**src/hdl/fhp_pkg.sv**
```systemverilog
package fhp_pkg;

    localparam int unsigned ALIGN_BYTES = 64;
    localparam int unsigned OFFSET_W    = $clog2(ALIGN_BYTES);
    localparam int unsigned PREAMBLE_N  = 4;

    localparam logic [7:0]          MARKER_BYTE = 8'h5A;
    localparam logic [OFFSET_W-1:0] OFFSET_WRAP = 6'h3F;

    localparam logic OP_START = 1'b0;
    localparam logic OP_DATA  = 1'b1;

    typedef enum logic [1:0] {
        S_IDLE,
        S_HDR,
        S_PAD
    } t_state;

    typedef enum logic [2:0] {
        SEL_MARK,
        SEL_HDR,
        SEL_DATA,
        SEL_ZERO,
        SEL_ERR
    } t_sel;

    typedef struct packed {
        logic in_ready;
        logic start;
        logic emit;
        t_sel sel;
        logic run_last;
        logic frame_end;
        logic set_open;
        logic close;
    } t_cmd;

    typedef struct packed {
        logic in_valid;
        logic in_op;
        logic slot_free;
        logic frame_open;
        logic last_payload;
        logic align_wrap;
        logic hdr_last;
        logic len_zero;
    } t_status;

endpackage

```
**src/hdl/fhp_in_if.sv**
```systemverilog
interface fhp_in_if;
    logic        valid;
    logic        ready;
    logic        op;
    logic [11:0] frame_length;
    logic [31:0] frame_id;
    logic [7:0]  data_byte;

    modport source (output valid, op, frame_length, frame_id, data_byte, input ready);
    modport sink   (input valid, op, frame_length, frame_id, data_byte, output ready);
endinterface

```
**src/hdl/fhp_out_if.sv**
```systemverilog
interface fhp_out_if;
    logic       valid;
    logic       ready;
    logic [7:0] out_byte;
    logic       run_last;
    logic       frame_end;
    logic       error;

    modport source (output valid, out_byte, run_last, frame_end, error, input ready);
    modport sink   (input valid, out_byte, run_last, frame_end, error, output ready);
endinterface

```
**src/hdl/fhp_ctrl.sv**
```systemverilog
module fhp_ctrl (
    input  logic            i_clk,
    input  logic            i_rst_n,
    input  fhp_pkg::t_status i_status,
    output fhp_pkg::t_cmd    o_cmd
);

    fhp_pkg::t_state r_state;
    fhp_pkg::t_state n_state;
    logic            w_accept;

    assign w_accept = i_status.in_valid && i_status.slot_free && (r_state == fhp_pkg::S_IDLE);

    always_ff @(posedge i_clk) begin
        if (!i_rst_n) begin
            r_state <= fhp_pkg::S_IDLE;
        end else begin
            r_state <= n_state;
        end
    end

    // next state
    always_comb begin
        n_state = r_state;
        case (r_state)
            fhp_pkg::S_IDLE: begin
                if (w_accept) begin
                    if (i_status.in_op == fhp_pkg::OP_START) begin
                        n_state = fhp_pkg::S_HDR;
                    end else if (i_status.frame_open && i_status.last_payload &&
                                 !i_status.align_wrap) begin
                        n_state = fhp_pkg::S_PAD;
                    end
                end
            end
            fhp_pkg::S_HDR: begin
                if (i_status.slot_free && i_status.hdr_last) begin
                    if (i_status.len_zero && !i_status.align_wrap) begin
                        n_state = fhp_pkg::S_PAD;
                    end else begin
                        n_state = fhp_pkg::S_IDLE;
                    end
                end
            end
            fhp_pkg::S_PAD: begin
                if (i_status.slot_free && i_status.align_wrap) begin
                    n_state = fhp_pkg::S_IDLE;
                end
            end
            default: n_state = fhp_pkg::S_IDLE;
        endcase
    end

    // commands
    always_comb begin
        o_cmd = '0;
        o_cmd.sel = fhp_pkg::SEL_ZERO;
        case (r_state)
            fhp_pkg::S_IDLE: begin
                o_cmd.in_ready = i_status.slot_free;
                if (w_accept) begin
                    o_cmd.emit = 1'b1;
                    if (i_status.in_op == fhp_pkg::OP_START) begin
                        o_cmd.sel   = fhp_pkg::SEL_MARK;
                        o_cmd.start = 1'b1;
                    end else if (!i_status.frame_open) begin
                        o_cmd.sel      = fhp_pkg::SEL_ERR;
                        o_cmd.run_last = 1'b1;
                    end else begin
                        o_cmd.sel = fhp_pkg::SEL_DATA;
                        if (!i_status.last_payload) begin
                            o_cmd.run_last = 1'b1;
                        end else if (i_status.align_wrap) begin
                            o_cmd.run_last  = 1'b1;
                            o_cmd.frame_end = 1'b1;
                            o_cmd.close     = 1'b1;
                        end
                    end
                end
            end
            fhp_pkg::S_HDR: begin
                if (i_status.slot_free) begin
                    o_cmd.emit = 1'b1;
                    o_cmd.sel  = fhp_pkg::SEL_HDR;
                    if (i_status.hdr_last) begin
                        if (!i_status.len_zero) begin
                            o_cmd.set_open = 1'b1;
                            o_cmd.run_last = 1'b1;
                        end else if (i_status.align_wrap) begin
                            o_cmd.run_last  = 1'b1;
                            o_cmd.frame_end = 1'b1;
                            o_cmd.close     = 1'b1;
                        end
                    end
                end
            end
            fhp_pkg::S_PAD: begin
                if (i_status.slot_free) begin
                    o_cmd.emit = 1'b1;
                    o_cmd.sel  = fhp_pkg::SEL_ZERO;
                    if (i_status.align_wrap) begin
                        o_cmd.run_last  = 1'b1;
                        o_cmd.frame_end = 1'b1;
                        o_cmd.close     = 1'b1;
                    end
                end
            end
            default: o_cmd = '0;
        endcase
    end

    a_accept_idle: assert property (@(posedge i_clk) disable iff (!i_rst_n)
        (i_status.in_valid && o_cmd.in_ready) |-> (r_state == fhp_pkg::S_IDLE))
        else $error("item taken outside idle");
    a_start_to_hdr: assert property (@(posedge i_clk) disable iff (!i_rst_n)
        o_cmd.start |=> (r_state == fhp_pkg::S_HDR))
        else $error("start did not enter header run");
    a_close_last: assert property (@(posedge i_clk) disable iff (!i_rst_n)
        o_cmd.close |-> (o_cmd.run_last && o_cmd.frame_end))
        else $error("frame closed without end marking");

endmodule

```
**src/hdl/fhp_datapath.sv**
```systemverilog
module fhp_datapath #(
    parameter int unsigned HEADER_GAP = 54
) (
    input  logic              i_clk,
    input  logic              i_rst_n,
    fhp_in_if.sink            i_in,
    fhp_out_if.source         o_out,
    input  fhp_pkg::t_cmd     i_cmd,
    output fhp_pkg::t_status  o_status
);

    localparam int unsigned OW = fhp_pkg::OFFSET_W;
    localparam logic [OW-1:0] LEN_LO_POS = OW'(fhp_pkg::PREAMBLE_N);
    localparam logic [OW-1:0] LEN_HI_POS = OW'(fhp_pkg::PREAMBLE_N + 1);
    localparam logic [OW-1:0] ID_POS     = OW'(fhp_pkg::PREAMBLE_N + 2 + HEADER_GAP);
    localparam logic [OW-1:0] HDR_LAST   = OW'(fhp_pkg::PREAMBLE_N + 5 + HEADER_GAP);

    logic [11:0]   r_len;
    logic [31:0]   r_id;
    logic [11:0]   r_bytes_left;
    logic          r_frame_open;
    logic [OW-1:0] r_align;

    logic          r_out_valid;
    logic [7:0]    r_out_byte;
    logic          r_out_run_last;
    logic          r_out_frame_end;
    logic          r_out_error;

    logic [7:0]    w_hdr_byte;
    logic [7:0]    w_byte;
    logic [OW-1:0] w_id_rel;

    assign w_id_rel = r_align - ID_POS;

    // header byte at the current offset
    always_comb begin
        w_hdr_byte = 8'h00;
        if (r_align < LEN_LO_POS) begin
            w_hdr_byte = fhp_pkg::MARKER_BYTE;
        end else if (r_align == LEN_LO_POS) begin
            w_hdr_byte = r_len[7:0];
        end else if (r_align == LEN_HI_POS) begin
            w_hdr_byte = {4'h0, r_len[11:8]};
        end else if (r_align >= ID_POS) begin
            case (w_id_rel[1:0])
                2'd0:    w_hdr_byte = r_id[7:0];
                2'd1:    w_hdr_byte = r_id[15:8];
                2'd2:    w_hdr_byte = r_id[23:16];
                default: w_hdr_byte = r_id[31:24];
            endcase
        end
    end

    always_comb begin
        case (i_cmd.sel)
            fhp_pkg::SEL_MARK: w_byte = fhp_pkg::MARKER_BYTE;
            fhp_pkg::SEL_HDR:  w_byte = w_hdr_byte;
            fhp_pkg::SEL_DATA: w_byte = i_in.data_byte;
            default:           w_byte = 8'h00;
        endcase
    end

    assign i_in.ready = i_cmd.in_ready;

    assign o_status.in_valid     = i_in.valid;
    assign o_status.in_op        = i_in.op;
    assign o_status.slot_free    = !r_out_valid || o_out.ready;
    assign o_status.frame_open   = r_frame_open;
    assign o_status.last_payload = (r_bytes_left == 12'd1);
    assign o_status.align_wrap   = (r_align == fhp_pkg::OFFSET_WRAP);
    assign o_status.hdr_last     = (r_align == HDR_LAST);
    assign o_status.len_zero     = (r_len == 12'd0);

    // frame state
    always_ff @(posedge i_clk) begin
        if (!i_rst_n) begin
            r_bytes_left <= '0;
            r_frame_open <= 1'b0;
            r_align      <= '0;
        end else begin
            if (i_cmd.start) begin
                r_align <= OW'(1);
            end else if (i_cmd.emit && (i_cmd.sel != fhp_pkg::SEL_ERR)) begin
                r_align <= r_align + OW'(1);
            end
            if (i_cmd.start || i_cmd.close) begin
                r_frame_open <= 1'b0;
            end else if (i_cmd.set_open) begin
                r_frame_open <= 1'b1;
            end
            if (i_cmd.close) begin
                r_bytes_left <= '0;
            end else if (i_cmd.set_open) begin
                r_bytes_left <= r_len;
            end else if (i_cmd.emit && (i_cmd.sel == fhp_pkg::SEL_DATA)) begin
                r_bytes_left <= r_bytes_left - 12'd1;
            end
        end
    end

    // captured start fields
    always_ff @(posedge i_clk) begin
        if (i_cmd.start) begin
            r_len <= i_in.frame_length;
            r_id  <= i_in.frame_id;
        end
    end

    // output register
    always_ff @(posedge i_clk) begin
        if (!i_rst_n) begin
            r_out_valid <= 1'b0;
        end else if (i_cmd.emit) begin
            r_out_valid <= 1'b1;
        end else if (o_out.ready) begin
            r_out_valid <= 1'b0;
        end
    end

    always_ff @(posedge i_clk) begin
        if (i_cmd.emit) begin
            r_out_byte      <= w_byte;
            r_out_run_last  <= i_cmd.run_last;
            r_out_frame_end <= i_cmd.frame_end;
            r_out_error     <= (i_cmd.sel == fhp_pkg::SEL_ERR);
        end
    end

    assign o_out.valid     = r_out_valid;
    assign o_out.out_byte  = r_out_byte;
    assign o_out.run_last  = r_out_run_last;
    assign o_out.frame_end = r_out_frame_end;
    assign o_out.error     = r_out_error;

    a_end_on_wrap: assert property (@(posedge i_clk) disable iff (!i_rst_n)
        (i_cmd.emit && i_cmd.frame_end) |-> (r_align == fhp_pkg::OFFSET_WRAP))
        else $error("frame end off the alignment boundary");
    a_closed_after_end: assert property (@(posedge i_clk) disable iff (!i_rst_n)
        (i_cmd.emit && i_cmd.frame_end) |=> (!r_frame_open && r_align == '0))
        else $error("frame still open after its end");
    a_err_alone: assert property (@(posedge i_clk) disable iff (!i_rst_n)
        (r_out_valid && r_out_error) |-> (r_out_run_last && !r_out_frame_end))
        else $error("error result with bad flags");

endmodule

```
**src/hdl/frame_header_pad_64b.sv**
```systemverilog
// An item's first result is registered and shows in the cycle after the item is taken.
// A payload item yields one byte; a start item yields 10 + HEADER_GAP header bytes, one
//   header byte a cycle from the byte sequencer while the output is not stalled, and
//   a frame close adds zero pad bytes up to the next 64-byte boundary (up to 63).
// A new item is taken only once the sequencer has finished the previous one's run.
// Reset (synchronous, active low) closes any open frame and empties the output register.
module frame_header_pad_64b #(
    parameter int unsigned HEADER_GAP = 54
) (
    input  logic      i_clk,
    input  logic      i_rst_n,
    fhp_in_if.sink    i_in,
    fhp_out_if.source o_out
);

    // Command and status between the sequencer and the byte datapath.
    fhp_pkg::t_cmd    w_cmd;
    fhp_pkg::t_status w_status;

    // Sequencer: idle, header run, pad run. Takes an item only in idle and
    // only when the output register can accept a byte in the same cycle.
    fhp_ctrl u_ctrl (
        .i_clk    (i_clk),
        .i_rst_n  (i_rst_n),
        .i_status (w_status),
        .o_cmd    (w_cmd)
    );

    // Datapath: holds the frame state (bytes left, open flag, offset within
    // the 64-byte block), forms header bytes from the captured length and id,
    // and registers every result, though the input ready still follows the output
    // ready combinationally through the free-slot test.
    fhp_datapath #(
        .HEADER_GAP (HEADER_GAP)
    ) u_dp (
        .i_clk    (i_clk),
        .i_rst_n  (i_rst_n),
        .i_in     (i_in),
        .o_out    (o_out),
        .i_cmd    (w_cmd),
        .o_status (w_status)
    );

endmodule

```
**src/flat_wrapper.sv**
```systemverilog
// flat-port wrapper written by rule: the top's interface ports become plain ports
module frame_header_pad_64b_flat 
#(
    parameter int unsigned HEADER_GAP = 54
)
  (i_clk, i_rst_n, i_in_valid, i_in_op, i_in_frame_length, i_in_frame_id, i_in_data_byte, i_in_ready, o_out_valid, o_out_out_byte, o_out_run_last, o_out_frame_end, o_out_error, o_out_ready);
  fhp_in_if i_in_i ();
  fhp_out_if o_out_i ();
  input  logic i_clk;
  input  logic i_rst_n;
  input wire logic [$bits(i_in_i.valid)-1:0] i_in_valid;
  input wire logic [$bits(i_in_i.op)-1:0] i_in_op;
  input wire logic [$bits(i_in_i.frame_length)-1:0] i_in_frame_length;
  input wire logic [$bits(i_in_i.frame_id)-1:0] i_in_frame_id;
  input wire logic [$bits(i_in_i.data_byte)-1:0] i_in_data_byte;
  output wire logic [$bits(i_in_i.ready)-1:0] i_in_ready;
  output wire logic [$bits(o_out_i.valid)-1:0] o_out_valid;
  output wire logic [$bits(o_out_i.out_byte)-1:0] o_out_out_byte;
  output wire logic [$bits(o_out_i.run_last)-1:0] o_out_run_last;
  output wire logic [$bits(o_out_i.frame_end)-1:0] o_out_frame_end;
  output wire logic [$bits(o_out_i.error)-1:0] o_out_error;
  input wire logic [$bits(o_out_i.ready)-1:0] o_out_ready;
  assign i_in_i.valid = i_in_valid;
  assign i_in_i.op = i_in_op;
  assign i_in_i.frame_length = i_in_frame_length;
  assign i_in_i.frame_id = i_in_frame_id;
  assign i_in_i.data_byte = i_in_data_byte;
  assign i_in_ready = i_in_i.ready;
  assign o_out_valid = o_out_i.valid;
  assign o_out_out_byte = o_out_i.out_byte;
  assign o_out_run_last = o_out_i.run_last;
  assign o_out_frame_end = o_out_i.frame_end;
  assign o_out_error = o_out_i.error;
  assign o_out_i.ready = o_out_ready;
  frame_header_pad_64b #(.HEADER_GAP(HEADER_GAP)) u_core (.i_clk(i_clk), .i_rst_n(i_rst_n), .i_in(i_in_i), .o_out(o_out_i));
endmodule
```
**config.mk**
```make
export PLATFORM = sky130hd
export DESIGN_NAME = frame_header_pad_64b_flat
export DESIGN_NICKNAME = d
export VERILOG_FILES = /design/src/hdl/fhp_pkg.sv /design/src/hdl/fhp_in_if.sv /design/src/hdl/fhp_out_if.sv /design/src/hdl/fhp_ctrl.sv /design/src/hdl/fhp_datapath.sv /design/src/hdl/frame_header_pad_64b.sv /design/src/flat_wrapper.sv
export SDC_FILE = /design/constraint.sdc
export NUM_CORES = 1
export LEC_CHECK = 0
export ABC_AREA = 1
export BUFFER_PORTS_ARGS = -buffer_cell sky130_fd_sc_hd__clkbuf_2
export CAP_MARGIN = 20
export CORE_UTILIZATION = 50
export CTS_BUF_LIST = sky130_fd_sc_hd__clkbuf_4 sky130_fd_sc_hd__clkbuf_8
export DETAILED_ROUTE_END_ITERATION = 10
export PLACE_DENSITY = 0.8
export SYNTH_ARGS = -nofsm -noshare
export SYNTH_HDL_FRONTEND = slang
export SYNTH_SLANG_ARGS = --single-unit
export TNS_END_PERCENT = 100
```
**constraint.sdc**
```tcl
create_clock -name i_clk -period 10.7 [get_ports i_clk]
set_input_delay 1.07 -clock i_clk [delete_from_list [all_inputs] [get_ports i_clk]]
set_output_delay 1.07 -clock i_clk [all_outputs]
set_load 0.03 [all_outputs]
```
==> impl_metrics.prom <==
# TYPE chip_impl_metric gauge
chip_impl_metric{name="grtUsageTotal",unit=""} 0.234
chip_impl_metric{name="initial_utilization",unit=""} 0.513
chip_impl_metric{name="cap_viol_max_count",unit=""} 0
chip_impl_metric{name="fraction_of_layout_instances_using_a_drive_strength_above_1",unit=""} 0.188
chip_impl_metric{name="utilization",unit=""} 0.595
chip_impl_metric{name="grt_max_degree",unit=""} 46
chip_impl_info{name="synthTopCellsByArea",value="sky130_fd_sc_hd__edfxtp_1 (42%), sky130_fd_sc_hd__nand2_1 (12%), sky130_fd_sc_hd__dfxtp_1 (11%)"} 1
chip_impl_metric{name="tritoncts.num_buffers",unit=""} 9
chip_impl_metric{name="synth-seq-cells",unit=""} 77
chip_impl_metric{name="firstDrtPassIters",unit=""} 5
chip_impl_info{name="critical-path-slowest-cell",value="sky130_fd_sc_hd__clkbuf_2"} 1
chip_impl_info{name="setup.worst_path.end",value="i_in_ready"} 1
chip_impl_metric{name="core_area",unit="mm^2"} 0.00769
chip_impl_metric{name="flow.area_growth_from_synthesis",unit="%"} 16.0
chip_impl_metric{name="tightestPinTransition",unit="ps"} 588
chip_impl_metric{name="route.detailed.wl_per_inst",unit="um"} 14.2
chip_impl_info{name="timing.critical_path.cells",value="clkbuf_2 > inv_1 > nand2_4 > inv_1 > nor2_1 > clkbuf_2"} 1
chip_impl_metric{name="synth_cell_types",unit=""} 31
chip_impl_metric{name="timing.critical_path.depth",unit=""} 6
chip_impl_metric{name="p_leak",unit="nW"} 2.04
chip_impl_metric{name="ctsLongestPathBuffers",unit=""} 2
chip_impl_metric{name="crit_arrival",unit="ps"} 1670
chip_impl_metric{name="syn-instance-count",unit=""} 458
chip_impl_metric{name="vdd_drop_max",unit="V"} 0.000151
chip_impl_metric{name="cts_post_setup_buffers_inserted",unit=""} 0
chip_impl_metric{name="ctsHtreeMaxLevel",unit=""} 3
chip_impl_metric{name="fraction_of_synthesized_cell_area_taken_by_the_top_area_cell_type",unit=""} 0.419
chip_impl_info{name="crit_reg_reg_endpoint",value="u_core.u_dp.r_bytes_left[0]"} 1
chip_impl_info{name="synthFlopType",value="sky130_fd_sc_hd__edfxtp_1"} 1
chip_impl_metric{name="nFillCells",unit=""} 697
chip_impl_info{name="synth.top_cells.by_count",value="sky130_fd_sc_hd__nand2_1 (123), sky130_fd_sc_hd__nor2_1 (58), sky130_fd_sc_hd__edfxtp_1 (55), sky130_fd_sc_hd__nand3_1 (47), sky130_fd_sc_hd__inv_1 (46)"} 1
chip_impl_info{name="critical_path_class",value="in -> out"} 1
chip_impl_metric{name="route.vias.total",unit=""} 3384
chip_impl_metric{name="viasPerCell",unit=""} 5.30
chip_impl_metric{name="io_buffer_count",unit=""} 69
chip_impl_metric{name="final-hold-violation-count",unit=""} 0
chip_impl_info{name="startpoint",value="o_out_ready"} 1
chip_impl_metric{name="setup_violations",unit=""} 0
chip_impl_metric{name="syn-num-nets",unit=""} 525
chip_impl_metric{name="place_hpwl",unit="um"} 6670
chip_impl_metric{name="cp_num_buf_inv",unit=""} 4
chip_impl_metric{name="num_antenna_cells",unit=""} 0
chip_impl_info{name="synth_area_leader_cell",value="sky130_fd_sc_hd__edfxtp_1"} 1
chip_impl_metric{name="cts.repair.resized",unit=""} 0
chip_impl_metric{name="timing.fmax",unit="MHz"} 365
chip_impl_metric{name="num-nets-final",unit=""} 598
chip_impl_metric{name="gp_congestion",unit=""} 0.851
chip_impl_metric{name="ff2ff_path_depth",unit=""} 8
chip_impl_metric{name="chipWidth",unit="um"} 90.8
chip_impl_info{name="status",value="completed"} 1
chip_impl_metric{name="fp.dieArea",unit="mm^2"} 0.00824
chip_impl_metric{name="worst_ep_required_time",unit="ps"} 9630
chip_impl_metric{name="rrSetupSlack",unit="ps"} 8330
chip_impl_metric{name="cts_sinks",unit=""} 77
chip_impl_info{name="path_delay_family",value="buffers and inverters"} 1
chip_impl_metric{name="drc_errors",unit=""} 0
chip_impl_metric{name="critical_path.max_fanout",unit=""} 8
chip_impl_metric{name="final_power",unit="mW"} 1.29
chip_impl_metric{name="tns",unit="ps"} 0
chip_impl_metric{name="period_share",unit=""} 0.256
chip_impl_metric{name="final_skew",unit="ps"} 8.90
chip_impl_metric{name="boundaryPins",unit=""} 70
chip_impl_info{name="rsz0062_at_grt",value="no"} 1
chip_impl_info{name="crit_path_start_kind",value="primary input"} 1
chip_impl_metric{name="synthesis.area",unit="mm^2"} 0.00394
chip_impl_metric{name="global_route_wire_length_before_repair",unit="um"} 14900
chip_impl_metric{name="cp_slowest_stage_delay",unit="ps"} 210
chip_impl_info{name="critPathCaptureType",value="output port"} 1
chip_impl_metric{name="finalHoldWorstSlack",unit="ps"} 533
chip_impl_metric{name="starting_drt_drc_count",unit=""} 188
chip_impl_metric{name="avgSynthCellArea",unit="um^2"} 8.61
chip_impl_metric{name="ys_seq_area_frac",unit=""} 0.531
chip_impl_metric{name="powerDensity",unit="mW/mm^2"} 282
chip_impl_metric{name="edff_count_synth",unit=""} 55
chip_impl_metric{name="grt_overflow",unit=""} 0
chip_impl_info{name="clock_tree.root_cell",value="sky130_fd_sc_hd__clkbuf_8"} 1
chip_impl_metric{name="die_y",unit="um"} 90.8
chip_impl_metric{name="synthArstFlopShare",unit=""} 0
chip_impl_metric{name="number_of_warnings_issued_by_yosys",unit=""} 0
chip_impl_metric{name="min_period",unit="ps"} 2740
chip_impl_metric{name="clkLatencyLatePin",unit="ps"} 360
chip_impl_metric{name="holdBufCountCts",unit=""} 0
chip_impl_metric{name="number_of_antenna_violations_at_the_first_check_in_global_routing",unit=""} 0
chip_impl_info{name="cts_tree",value="done"} 1
chip_impl_metric{name="slew_headroom",unit=""} 0.608
chip_impl_metric{name="route.final.wire_length",unit="um"} 9050
chip_impl_metric{name="slew_viol_final",unit=""} 0
chip_impl_metric{name="clkTransAtPathRegs",unit="ps"} 90
chip_impl_metric{name="grt_pass1_vias",unit=""} 3230
chip_impl_metric{name="number_of_core_rows",unit=""} 32
chip_impl_info{name="post-synth-top-count-cell",value="sky130_fd_sc_hd__nand2_1"} 1
chip_impl_metric{name="antenna_left",unit=""} 0
chip_impl_info{name="hold_path.class",value="reg -> reg"} 1
chip_impl_info{name="critical_path.reg2reg.startpoint",value="u_core.u_dp.r_align[0]"} 1
==> worst min-delay path by stage <==
| stage | from | endpoint | cells past startpoint |
|---|---|---|---|
| 2_1_floorplan | u_core.u_dp.r_align[3] | u_core.u_dp.r_align[3] | 2 |
| 3_3_place_gp | u_core.u_dp.r_align[3] | u_core.u_dp.r_align[3] | 2 |
| 3_5_place_dp | u_core.u_dp.r_align[3] | u_core.u_dp.r_align[3] | 2 |
| 4_1_cts | u_core.u_dp.r_align[3] | u_core.u_dp.r_align[3] | 2 |
| 5_1_grt | u_core.u_dp.r_align[4] | u_core.u_dp.r_align[4] | 2 |
| 6_report | u_core.u_dp.r_align[3] | u_core.u_dp.r_align[3] | 2 |
==> cell usage in the layout, fill, tap and decap left out, drive strengths merged <==
| cell type | Yosys | routed |
|---|---|---|
| o211ai | 5 | 5 |
| clkbuf | 2 | 78 |
| clkinv | 0 | 2 |
| buf | 7 | 2 |
| nand2 | 125 | 125 |
| xnor2 | 3 | 3 |
| dfxtp | 22 | 22 |
| a21oi | 22 | 22 |
| a211oi | 1 | 1 |
| nor2 | 60 | 60 |
| edfxtp | 55 | 55 |
| xor2 | 7 | 7 |
| a22oi | 2 | 2 |
| nor3b | 1 | 1 |
| nand3 | 51 | 51 |
| nand4 | 5 | 5 |
| nand3b | 3 | 3 |
| a31oi | 3 | 3 |
| inv | 49 | 54 |
| ha | 10 | 10 |
| nor3 | 4 | 4 |
| o21ai | 21 | 21 |
==> sequential cells by signal (all words and copies together), names as in the netlist <==
name / count
u_core.u_dp.r_len: 12
u_core.u_dp.o_out.valid: 1
u_core.u_dp.o_out.out_byte: 8
u_core.u_dp.r_frame_open: 1
u_core.u_ctrl.r_state: 2
u_core.u_dp.o_out.run_last: 1
u_core.u_dp.o_out.frame_end: 1
u_core.u_dp.r_id: 32
u_core.u_dp.r_align: 6
u_core.u_dp.r_bytes_left: 12
u_core.u_dp.o_out.error: 1
==> worst register-to-register path: stages (launching register included) <==
cell and delay [ps]:
sky130_fd_sc_hd__dfxtp_1 470, sky130_fd_sc_hd__ha_1 580, sky130_fd_sc_hd__nand3_2 220, sky130_fd_sc_hd__nor2_4 190, sky130_fd_sc_hd__nand2_4 230, sky130_fd_sc_hd__nand2_1 260, sky130_fd_sc_hd__inv_2 120, sky130_fd_sc_hd__nor2_1 150
sky130_fd_sc_hd__nor2_1 50
==> layer usage <==
layer,track usage,routed length [um]
met1,0.301,3930
met2,0.386,4330
met3,0.0539,604
met4,0.0833,187
met5,0,0
==> cell families after synthesis <==
group / Yosys count / share of synthesized area
and+or+nand+nor: 249 / 0.276
DFF: 77 / 0.531
buffers and inverters: 58 / 0.0638
AOI/OAI and AO/OA: 54 / 0.0758
xor gates and xnor gates: 10 / 0.0222
adders and majority gates: 10 / 0.0317
==> area by class of cell <==
| type | instances | area (um^2) | area share |
|---|---|---|---|
| Multi-Input combinational cell | 323 | 1610 | 0.351 |
| Clock buffer | 9 | 124 | 0.0271 |
| Sequential cell | 77 | 2090 | 0.458 |
| Inverter | 49 | 186 | 0.0408 |
| Clock inverter | 7 | 62.6 | 0.0137 |
| Tap cell | 102 | 128 | 0.0279 |
| Timing Repair Buffer | 71 | 373 | 0.0816 |
==> where the power goes <==
part	internal, mW	switching (mW)
clock	0.0900	0.125
sequential	0.410	0.0459
combinational	0.216	0.401
==> through the flow <==
step | std cells | worst slack (ps) | area (um^2)
after global placement | 621 | 7640 | 4370
after global routing | 638 | 7900 | 4570
final | 638 | 7960 | 4570
after floorplan | 458 | 6700 | 3940
after CTS | 637 | 7900 | 4550
after detailed placement | 621 | 7530 | 4370
(Power assumes the default switching activity.)
